File: src/sv/dht_pkg.sv
package dht_pkg;

	localparam int unsigned TimeW  = 32;
	localparam int unsigned PerW   = 16;
	localparam int unsigned RateW  = 25;
	localparam int unsigned NumW   = 20;
	localparam int unsigned GainW  = 16;
	localparam int unsigned CfgW   = 20;
	localparam int unsigned FracW  = 8;
	localparam int unsigned DvdW   = NumW + FracW;
	localparam int unsigned StepW  = 5;

	localparam logic [NumW-1:0]  RpmNumReset    = NumW'(80357);
	localparam logic [GainW-1:0] SpeedGainReset = GainW'(27918);

	// command field codes
	localparam logic CMD_EDGE = 1'b0;
	localparam logic CMD_TICK = 1'b1;

	// configuration register indexes
	localparam logic REG_RPM_NUM    = 1'b0;
	localparam logic REG_SPEED_GAIN = 1'b1;

	typedef struct packed {
		logic busy;
		logic done;
	} div_stat_t;

endpackage

File: src/sv/dht_if.sv
interface dht_evt_if;
	logic                      valid;
	logic                      ready;
	logic                      command;
	logic                      sensor_a_edge;
	logic                      sensor_b_edge;
	logic [dht_pkg::TimeW-1:0] timer_value;

	modport source (output valid, command, sensor_a_edge, sensor_b_edge, timer_value,
		input ready);
	modport sink (input valid, command, sensor_a_edge, sensor_b_edge, timer_value,
		output ready);
endinterface

interface dht_res_if;
	logic                      valid;
	logic                      ready;
	logic [dht_pkg::RateW-1:0] rpm;
	logic [dht_pkg::RateW-1:0] speed;
	logic                      update_display;
	logic                      divide_error;

	modport source (output valid, rpm, speed, update_display, divide_error,
		input ready);
	modport sink (input valid, rpm, speed, update_display, divide_error,
		output ready);
endinterface

File: src/sv/dht_div.sv
module dht_div (
	input  logic                      clk,
	input  logic                      arst_n,
	input  logic                      start,
	input  logic [dht_pkg::DvdW-1:0]  dividend,
	input  logic [dht_pkg::PerW-1:0]  divisor,
	output logic [dht_pkg::DvdW-1:0]  quotient,
	output dht_pkg::div_stat_t        stat
);
	import dht_pkg::*;

	localparam logic [StepW-1:0] LastStep = StepW'(DvdW - 1);

	logic [PerW-1:0]  rem_q;
	logic [DvdW-1:0]  quo_q;
	logic [PerW-1:0]  dsr_q;
	logic [StepW-1:0] cnt_q;
	logic             busy_q;
	logic             done_q;

	logic [PerW:0]    shifted;
	logic [PerW+1:0]  diff;
	logic             fits;

	// one restoring step: shared subtract/compare
	assign shifted = {rem_q, quo_q[DvdW-1]};
	assign diff    = {1'b0, shifted} - {2'b00, dsr_q};
	assign fits    = ~diff[PerW+1];

	always_ff @(posedge clk or negedge arst_n) begin
		if (!arst_n) begin
			rem_q  <= '0;
			quo_q  <= '0;
			dsr_q  <= '0;
			cnt_q  <= '0;
			busy_q <= 1'b0;
			done_q <= 1'b0;
		end else begin
			done_q <= 1'b0;
			if (start) begin
				rem_q  <= '0;
				quo_q  <= dividend;
				dsr_q  <= divisor;
				cnt_q  <= LastStep;
				busy_q <= 1'b1;
			end else if (busy_q) begin
				rem_q <= fits ? diff[PerW-1:0] : shifted[PerW-1:0];
				quo_q <= {quo_q[DvdW-2:0], fits};
				cnt_q <= cnt_q - StepW'(1);
				if (cnt_q == '0) begin
					busy_q <= 1'b0;
					done_q <= 1'b1;
				end
			end
		end
	end

	assign quotient  = quo_q;
	assign stat.busy = busy_q;
	assign stat.done = done_q;

endmodule

File: src/sv/dual_hall_tachometer.sv
// Channel | Dir | Fields                                            | Handshake
// evt     | in  | command, sensor_a_edge, sensor_b_edge, timer_value | valid/ready
// res     | out | rpm, speed, update_display, divide_error          | valid/ready
// cfg     | in  | cfg_index, cfg_data                               | cfg_we, no wait
//
// An edge item that names a sensor goes from accept to result in these steps:
// add the periods, run the restoring divider (one quotient bit per cycle),
// see the divider finish, do the gain multiply, and load the result
// register; input is ready again in the cycle after the load.
// A non-positive period sum skips the divider and goes straight to the load.
// Ticks and edges with no sensor also go straight to the result load.
// One item in flight at a time. Reset sets all state at once; no clearing pass.
// A full output register holds the sequencer in its last state; once loaded,
// a stalled result waits there while the next item is taken.
module dual_hall_tachometer (
	input  logic                     clk,
	input  logic                     arst_n,
	dht_evt_if.sink                  evt,
	dht_res_if.source                res,
	input  logic                     cfg_we,
	input  logic                     cfg_index,
	input  logic [dht_pkg::CfgW-1:0] cfg_data
);
	import dht_pkg::*;

	typedef enum logic [2:0] {
		ST_IDLE,
		ST_SUM,
		ST_DIV,
		ST_MUL,
		ST_FINISH
	} state_t;

	state_t state_q;

	// configuration
	logic [NumW-1:0]  rpm_num_q;
	logic [GainW-1:0] gain_q;

	// tachometer state
	logic [TimeW-1:0] last_a_q;
	logic [TimeW-1:0] last_b_q;
	logic [PerW-1:0]  per_a_q;
	logic [PerW-1:0]  per_b_q;
	logic [RateW-1:0] rpm_q;
	logic [RateW-1:0] speed_q;
	logic             spin_q;

	// result of the item in flight
	logic             upd_q;
	logic             err_q;

	// output register
	logic             res_vld_q;
	logic [RateW-1:0] res_rpm_q;
	logic [RateW-1:0] res_speed_q;
	logic             res_upd_q;
	logic             res_err_q;

	logic             evt_fire;
	logic             res_free;
	logic [TimeW-1:0] diff_a;
	logic [TimeW-1:0] diff_b;
	logic [PerW:0]    per_sum;
	logic             sum_pos;
	logic             div_start;
	logic [DvdW-1:0]  quo;
	div_stat_t        div_stat;
	logic [RateW-1:0] rpm_sat;
	logic [RateW+GainW-1:0] prod;

	assign evt_fire = evt.valid && evt.ready;
	assign res_free = !res_vld_q || res.ready;

	// timer counts down: period is old stamp minus new, wrapping
	assign diff_a = last_a_q - evt.timer_value;
	assign diff_b = last_b_q - evt.timer_value;

	// periods are signed 16 bit; their sum is 17 bit signed
	assign per_sum   = {per_a_q[PerW-1], per_a_q} + {per_b_q[PerW-1], per_b_q};
	assign sum_pos   = !per_sum[PerW] && (per_sum != '0);
	assign div_start = (state_q == ST_SUM) && sum_pos;

	dht_div u_div (
		.clk      (clk),
		.arst_n   (arst_n),
		.start    (div_start),
		.dividend ({rpm_num_q, {FracW{1'b0}}}),
		.divisor  (per_sum[PerW-1:0]),
		.quotient (quo),
		.stat     (div_stat)
	);

	// saturate the Q.8 quotient, then scale by the Q0.16 gain
	assign rpm_sat = (quo[DvdW-1:RateW] != '0) ? {RateW{1'b1}} : quo[RateW-1:0];
	assign prod    = rpm_sat * gain_q;

	always_ff @(posedge clk or negedge arst_n) begin
		if (!arst_n) begin
			rpm_num_q <= RpmNumReset;
			gain_q    <= SpeedGainReset;
		end else if (cfg_we) begin
			unique case (cfg_index)
				REG_RPM_NUM:    rpm_num_q <= cfg_data[NumW-1:0];
				REG_SPEED_GAIN: gain_q    <= cfg_data[GainW-1:0];
				default:        ;
			endcase
		end
	end

	always_ff @(posedge clk or negedge arst_n) begin
		if (!arst_n) begin
			state_q     <= ST_IDLE;
			last_a_q    <= '1;
			last_b_q    <= '1;
			per_a_q     <= '0;
			per_b_q     <= '0;
			rpm_q       <= '0;
			speed_q     <= '0;
			spin_q      <= 1'b0;
			upd_q       <= 1'b0;
			err_q       <= 1'b0;
			res_vld_q   <= 1'b0;
			res_rpm_q   <= '0;
			res_speed_q <= '0;
			res_upd_q   <= 1'b0;
			res_err_q   <= 1'b0;
		end else begin
			// in ST_FINISH the output register is refilled or still stalled
			if (res_vld_q && res.ready && (state_q != ST_FINISH))
				res_vld_q <= 1'b0;

			unique case (state_q)
				ST_IDLE: begin
					if (evt_fire) begin
						upd_q <= 1'b0;
						err_q <= 1'b0;
						state_q <= ST_FINISH;
						if (evt.command == CMD_TICK) begin
							// spinning wins; else a stopped rotor with nonzero speed zeroes the rates
							if (spin_q) begin
								spin_q <= 1'b0;
								upd_q  <= 1'b1;
							end else if (speed_q != '0) begin
								rpm_q   <= '0;
								speed_q <= '0;
								upd_q   <= 1'b1;
							end
						end else begin
							if (evt.sensor_a_edge) begin
								per_a_q  <= diff_a[PerW-1:0];
								last_a_q <= evt.timer_value;
							end
							if (evt.sensor_b_edge) begin
								per_b_q  <= diff_b[PerW-1:0];
								last_b_q <= evt.timer_value;
							end
							// both sensors: a single recompute uses both new periods
							if (evt.sensor_a_edge || evt.sensor_b_edge) begin
								spin_q  <= 1'b1;
								state_q <= ST_SUM;
							end
						end
					end
				end
				ST_SUM: begin
					if (sum_pos) begin
						state_q <= ST_DIV;
					end else begin
						rpm_q   <= '0;
						speed_q <= '0;
						err_q   <= 1'b1;
						state_q <= ST_FINISH;
					end
				end
				ST_DIV: begin
					if (div_stat.done)
						state_q <= ST_MUL;
				end
				ST_MUL: begin
					rpm_q   <= rpm_sat;
					speed_q <= prod[RateW+GainW-1:GainW];
					state_q <= ST_FINISH;
				end
				ST_FINISH: begin
					// hold until the output register is free
					if (res_free) begin
						res_vld_q   <= 1'b1;
						res_rpm_q   <= rpm_q;
						res_speed_q <= speed_q;
						res_upd_q   <= upd_q;
						res_err_q   <= err_q;
						state_q     <= ST_IDLE;
					end
				end
				default: state_q <= ST_IDLE;
			endcase
		end
	end

	assign evt.ready          = (state_q == ST_IDLE);
	assign res.valid          = res_vld_q;
	assign res.rpm            = res_rpm_q;
	assign res.speed          = res_speed_q;
	assign res.update_display = res_upd_q;
	assign res.divide_error   = res_err_q;

	// input is not ready in the cycle after an accept
	a_busy_after_accept: assert property (@(posedge clk) disable iff (!arst_n)
		evt_fire |=> !evt.ready)
		else $error("input ready right after an accept");

	// the divider only runs while the sequencer waits on it
	a_div_in_div_state: assert property (@(posedge clk) disable iff (!arst_n)
		div_stat.busy |-> (state_q == ST_DIV))
		else $error("divider busy outside the divide state");

	// gain is below one, so speed never exceeds rpm
	a_speed_le_rpm: assert property (@(posedge clk) disable iff (!arst_n)
		res.valid |-> (res.speed <= res.rpm))
		else $error("speed above rpm");

	// a divide error forces both rates to zero and is never a refresh
	a_err_zero: assert property (@(posedge clk) disable iff (!arst_n)
		(res.valid && res.divide_error) |->
			(res.rpm == '0) && (res.speed == '0) && !res.update_display)
		else $error("divide error with nonzero rates or refresh");

endmodule

File: src/flat_wrapper.sv
// flat-port wrapper written by rule: the top's interface ports become plain ports
module dual_hall_tachometer_flat import dht_pkg::*;
  (clk, arst_n, cfg_we, cfg_index, cfg_data, evt_valid, evt_command, evt_sensor_a_edge, evt_sensor_b_edge, evt_timer_value, evt_ready, res_valid, res_rpm, res_speed, res_update_display, res_divide_error, res_ready);
  dht_evt_if evt_i ();
  dht_res_if res_i ();
  input  logic clk;
  input  logic arst_n;
  input  logic cfg_we;
  input  logic cfg_index;
  input  logic [dht_pkg::CfgW-1:0] cfg_data;
  input wire logic [$bits(evt_i.valid)-1:0] evt_valid;
  input wire logic [$bits(evt_i.command)-1:0] evt_command;
  input wire logic [$bits(evt_i.sensor_a_edge)-1:0] evt_sensor_a_edge;
  input wire logic [$bits(evt_i.sensor_b_edge)-1:0] evt_sensor_b_edge;
  input wire logic [$bits(evt_i.timer_value)-1:0] evt_timer_value;
  output wire logic [$bits(evt_i.ready)-1:0] evt_ready;
  output wire logic [$bits(res_i.valid)-1:0] res_valid;
  output wire logic [$bits(res_i.rpm)-1:0] res_rpm;
  output wire logic [$bits(res_i.speed)-1:0] res_speed;
  output wire logic [$bits(res_i.update_display)-1:0] res_update_display;
  output wire logic [$bits(res_i.divide_error)-1:0] res_divide_error;
  input wire logic [$bits(res_i.ready)-1:0] res_ready;
  assign evt_i.valid = evt_valid;
  assign evt_i.command = evt_command;
  assign evt_i.sensor_a_edge = evt_sensor_a_edge;
  assign evt_i.sensor_b_edge = evt_sensor_b_edge;
  assign evt_i.timer_value = evt_timer_value;
  assign evt_ready = evt_i.ready;
  assign res_valid = res_i.valid;
  assign res_rpm = res_i.rpm;
  assign res_speed = res_i.speed;
  assign res_update_display = res_i.update_display;
  assign res_divide_error = res_i.divide_error;
  assign res_i.ready = res_ready;
  dual_hall_tachometer u_core (.clk(clk), .arst_n(arst_n), .evt(evt_i), .res(res_i), .cfg_we(cfg_we), .cfg_index(cfg_index), .cfg_data(cfg_data));
endmodule
File: config.mk
export PLATFORM = sky130hd
export DESIGN_NAME = dual_hall_tachometer_flat
export DESIGN_NICKNAME = d
export VERILOG_FILES = /design/src/sv/dht_pkg.sv /design/src/sv/dht_if.sv /design/src/sv/dht_div.sv /design/src/sv/dual_hall_tachometer.sv /design/src/flat_wrapper.sv
export SDC_FILE = /design/constraint.sdc
export NUM_CORES = 2
export LEC_CHECK = 0
export BUFFER_PORTS_ARGS = -buffer_cell sky130_fd_sc_hd__buf_2
export CAP_MARGIN = 20
export CORE_ASPECT_RATIO = 1.4
export CORE_MARGIN = 2
export CORE_UTILIZATION = 60
export CTS_BUF_LIST = sky130_fd_sc_hd__clkbuf_4 sky130_fd_sc_hd__clkbuf_8 sky130_fd_sc_hd__clkbuf_16
export CTS_CLUSTER_SIZE = 25
export DETAILED_ROUTE_END_ITERATION = 10
export MAX_ROUTING_LAYER = met4
export PLACE_DENSITY = 0.86
export SYNTH_ARGS = -nofsm -noshare
export SYNTH_HDL_FRONTEND = slang
export SYNTH_SLANG_ARGS = --single-unit
File: constraint.sdc
create_clock -name clk -period 9.2 [get_ports clk]
set_clock_uncertainty 0.2 [all_clocks]
set_input_delay 1.84 -clock clk [delete_from_list [all_inputs] [get_ports clk]]
set_output_delay 1.84 -clock clk [all_outputs]
set_load 0.05 [all_outputs]
---- Word-level counts from Yosys, hierarchy flattened ----
Cells that the tools add are included.
word-level totals
  output and inout port bits .............. 54
  register bits after elaboration ......... 276
operators by class
  eq/ne operators ......................... 12
  bitwise gates (word level) .............. 3
  reductions and logical operators ........ 28
  $mul .................................... 1
  add/sub/neg operators ................... 5
  multiplexer cells ....................... 39
operators by type and width
  operator                                                               count
  25-bit two-way mux                                                     6
  25-bit one-hot mux with 3 select lines                                 2
  28-bit two-way mux                                                     2
  16-bit two-way mux                                                     3
  25-bit by 16-bit multiplier with 41-bit output                         1
  16-bit subtractor                                                      2
  25-bit nonzero test                                                    1
  3-bit two-way mux                                                      6
  17-bit by 16-bit subtractor with 18-bit output                         1
  16-bit by 16-bit adder with 17-bit output                              1
  17-bit nonzero test                                                    1
  1-bit two-way mux                                                      16
  3-bit one-hot mux with 5 select lines                                  1
  2-bit != test, second input constant                                   6
  5-bit two-way mux                                                      2
  3-bit AND reduction                                                    3
  2-bit AND reduction                                                    4
  4-bit AND reduction                                                    2
  3-bit by 2-bit equality test with 1-bit output, second input constant  2
  6-bit AND reduction                                                    1
  2-bit nonzero test                                                     3
  3-bit nonzero test                                                     2
  1-bit logical AND                                                      5
  5-bit logical NOT                                                      1
  10 further kinds                                                       14

---- Logic depth before layout (Yosys ltp) ----
  depth in word-level cells ............... 6
  depth in mapped cells ................... 28
  gate-level depth less buffers ........... 25

---- By module ----
From an unflattened synthesis, not the netlist that was laid out.
unflattened totals
  cells, all modules ...................... 2731
  area, all modules ....................... 26430.3 um2
modules (own cells, without submodules)
  module                cells an instance  area each (um2)  instances
  dual_hall_tachometer  2309               22460.3          1
  dht_div               422                3970.1           1

---- Worst setup path after synthesis ----
Ideal clock, no wire load.
  path type ............................... reg-to-reg
  start point ............................. register u_core.u_div.quo_q[26] (netlist: u_core.u_div.quotient[26])
  end point ............................... register u_core.speed_q[16]
  cell stages (with the launch flop) ...... 27
  data required time ...................... 8.879 ns
  library setup time ...................... 0.121 ns
  path buffers ............................ 3
  data arrival time ....................... 7.242 ns
  path slack .............................. 1.637 ns
  path through ............................ dfrtp_1 -> nor3_1 -> clkbuf_1 -> buf_1 -> nand2b_1 -> clkbuf_1 -> and2_1 -> fa_1 -> inv_1 -> fa_1 -> fa_1 -> inv_1 -> fa_1 -> fa_1 -> inv_1 -> fa_1 -> inv_1 -> ha_1 -> a21o_1 -> a21oi_1 -> o211ai_1 -> a221o_1 -> a21o_1 -> o311a_1 -> a2111oi_1 -> xnor2_1 -> a22o_1
between the ends
  word-level cells in the longest chain between the ends .. 4
RTL lines
  what                                            RTL line                     RTL
  start, declared                                 dht_div.sv:15                logic [DvdW-1:0] quo_q;
  start signal, assigned                          dht_div.sv:42                quo_q <= dividend;
  start signal, assigned                          dht_div.sv:48                quo_q <= {quo_q[DvdW-2:0], fits};
  3-bit nonzero test                              dual_hall_tachometer.sv:95   assign rpm_sat = (quo[DvdW-1:RateW] != '0) ? {RateW{1'b1}} : quo[RateW-1:0];
  25-bit two-way mux                              dual_hall_tachometer.sv:95
  25-bit by 16-bit multiplier with 41-bit output  dual_hall_tachometer.sv:96   assign prod = rpm_sat * gain_q;
  25-bit one-hot mux with 3 select lines          dual_hall_tachometer.sv:133  unique case (state_q)
  end signal, assigned                            dual_hall_tachometer.sv:182  speed_q <= prod[RateW+GainW-1:GainW];
  end, declared                                   dual_hall_tachometer.sv:46   logic [RateW-1:0] speed_q;
Every way passes these cells.
A chain may end at the register's enable or synchronous reset.

---- Final worst setup path ----
Ends and elaborated chain as after synthesis.

==> out/qor.yml <==
timing:
  worst_pin_slew_ns: 1.23
  rsz0062_at_grt: "false"
  finalCritPeriodShare_pct: 86.9
  setup_tns_ns: 0
  max_freq_mhz: 125
  max-slew-margin-rel_pct: 17.9
  setup_violations: 0
  hold_viol_final: 0
  hold_ws_ns: 0.285
  slew_violations: 0
  period_needed_ns: 8.00
job:
  max_cap_violations: 0
yosys:
  synth.distinct_cells: 69
  synth_seq_area_share_pct: 26.7
  ys_ff_latch: 276
  yosys_warnings: 0
  syn_inst: 2656
  synth_edf_count: 0
  ys.flop_type: "dfrtp_1"
  syn_area_um2: 26100
  synth.avg_cell_area_um2: 9.84
  async_flop_share_pct: 100
  syn-num-nets: 3214
global_route:
  grt_antenna_before_repair: 1
  grt_pass1_vias: 21400
  grt_remaining_overflow: 0
  grt_first_pass_wirelength_um: 106000
  grt_max_degree: 181
  grt.total_usage_pct: 30.0
placement:
  hpwl_um: 47300
  gp_congestion: 0.941
  dpl.cell_count: 3198
  port_buffers: 98
layout:
  area_growth_pct: 7.38
  layout-drive-gt1-share_pct: 14.0
  post-route-util_pct: 65.3
  final_common_cell: "inv_1"
  fin_nets: 3236
  fin_cells: 3253
  final_cell_mix: "425 x inv_1, 353 x nand2_1, 323 x fa_1"
floorplan:
  die_w_um: 180
  row_count: 90
  die_h_um: 251
  die-area_um2: 45300
  start_util_pct: 60.8
  io_pins: 115
  core_um2: 43000
worst_setup_path:
  critPathMaxFanout: 25
  end_kind: "flop"
  arrival_ns: 8.26
  start_kind: "flop"
  required_ns: 9.46
  path_class: "reg -> reg"
min_path:
  hp-class: "reg -> reg"
drt:
  dr.pass1.iters: 6
  via_per_inst: 5.97
  antenna_left: 0
  drt_iter0_drc: 1402
  avgRoutedWirePerCell_um: 19.9
  routed_wl_um: 64800
  num_vias: 19400
  drc: 0
clocking:
  ctsLongestPathBuffers: 3
  cts-root-buf: "clkbuf_16"
  cts.sinks: 276
  cts_setup_buffers: 0
  clkTransAtPathRegs_ns: 0.08
  cts_resized: 0
  cts_tree: "done"
  clk_latency_ns: 0.58
  postCtsHoldBufs: 0
  cts_made_buffers: 28
  htree_levels: 1
status:
  outcome: "complete, no violations"
## kinds of logic (layout without fill, tap and decap cells)
family	count (synthesis)	after routing	share of synthesized area, %
buf+inv	547	591	7.94
fa+ha+maj	497	497	33.1
mux	163	163	7.02
simple gates	756	756	14.1
other cells	0	1	0
flops	276	276	26.7
compound gates	344	344	8.81
xor+xnor	73	73	2.45
## metrics by stage
stage | worst slack [ns] | cell area, µm²
after detailed placement | 1.37 | 27000
after floorplan | 1.64 | 26100
final | 1.20 | 28100
after global routing | 0.974 | 28100
after CTS | 1.34 | 28000
after global placement | 1.46 | 27000
## layer usage
layer	part of all wire (%)	wire [µm]	track usage (%)	up-vias
met4	6.0	3910	16.7	0
met2	53	34100	53.3	812
met3	6.7	4320	4.72	279
met1	35	22500	31.7	9785
li1	-	-	-	8560
met5	0	0	-	-
## Yosys cell counts (7+ instances only)
library cell / number / share of area (%)
nor2_1: 69 / 0.99
nand2_1: 355 / 5.1
mux2_2: 139 / 6.0
a21oi_1: 66 / 1.3
a22o_1: 47 / 1.6
nor3_1: 24 / 0.46
o211ai_1: 10 / 0.29
or3_1: 9 / 0.22
mux2i_1: 18 / 0.69
nor2b_1: 14 / 0.34
xnor2_1: 50 / 1.7
o21a_1: 7 / 0.20
nand2b_1: 41 / 0.98
a21boi_0: 8 / 0.23
and2_1: 168 / 4.0
clkbuf_1: 106 / 1.5
nor4_1: 13 / 0.31
o21bai_1: 7 / 0.20
dfstp_2: 50 / 5.0
o21ai_0: 94 / 1.8
buf_1: 8 / 0.11
inv_1: 425 / 6.1
dfrtp_1: 226 / 22
a31oi_1: 11 / 0.26
and3_1: 14 / 0.34
nand3_1: 14 / 0.27
xor2_1: 23 / 0.77
fa_1: 323 / 25
ha_1: 174 / 8.3
a21o_1: 24 / 0.69
a211oi_1: 18 / 0.52
nand4_1: 7 / 0.17
## registers in the layout, indices dropped and copies added (netlist names), 16 cells and up
name and count:
u_core.per_a_q 16, u_core.per_b_q 16, u_core.speed_q 25, u_core.rpm_num_q 20, u_core.u_div.dsr_q 16, u_core.u_div.quotient 28
u_core.u_div.rem_q 16, u_core.res.rpm 25, u_core.last_a_q 16, u_core.rpm_q 25, u_core.last_b_q 16, u_core.gain_q 16
u_core.res.speed 25
## final timing paths
path                                           startpoint                    to  slack, ns  cells past startpoint
worst min register to register          u_core.per_b_q[3]     u_core.per_b_q[3]       0.29                      2
min in group asynchronous                          arst_n  u_core.rpm_num_q[10]       1.10                      1
worst min-delay path                    u_core.per_b_q[3]     u_core.per_b_q[3]       0.29                      2
max in group asynchronous                          arst_n   u_core.u_div.busy_q       6.25                      2
worst max-delay path            u_core.u_div.quotient[26]    u_core.speed_q[16]       1.20                     23
worst max register to register  u_core.u_div.quotient[26]    u_core.speed_q[16]       1.20                     23
## cell type report
class / count / area, µm²
Clock buffer: 38 / 831
Fill cell: 3185 / 14900
Tap cell: 552 / 691
Timing Repair Buffer: 114 / 666
Antenna cell: 1 / 2.50
Multi-Input combinational cell: 1833 / 17100
Sequential cell: 276 / 6970
Clock inverter: 14 / 198
Inverter: 425 / 1600
## worst max-delay path, stage by stage (launching register included)
cell       delay, ns
dfrtp_1         0.42
nor3_2          0.18
buf_4           0.33
nand2b_1        0.62
and2_1          0.43
fa_1            0.51
inv_1           0.06
fa_1            0.42
fa_1            0.57
inv_1           0.06
fa_1            0.50
fa_1            0.49
inv_1           0.05
fa_1            0.48
inv_1           0.04
ha_1            0.34
a21oi_1         0.27
o211ai_1        0.16
a221o_1         0.33
a21o_1          0.23
o311a_1         0.38
a2111oi_1       0.47
xnor2_1         0.13
a22o_1          0.21
Power is left out: the tool's default activity adds up to more than one toggle a clock period on the data nets, which glitch-free logic cannot reach.
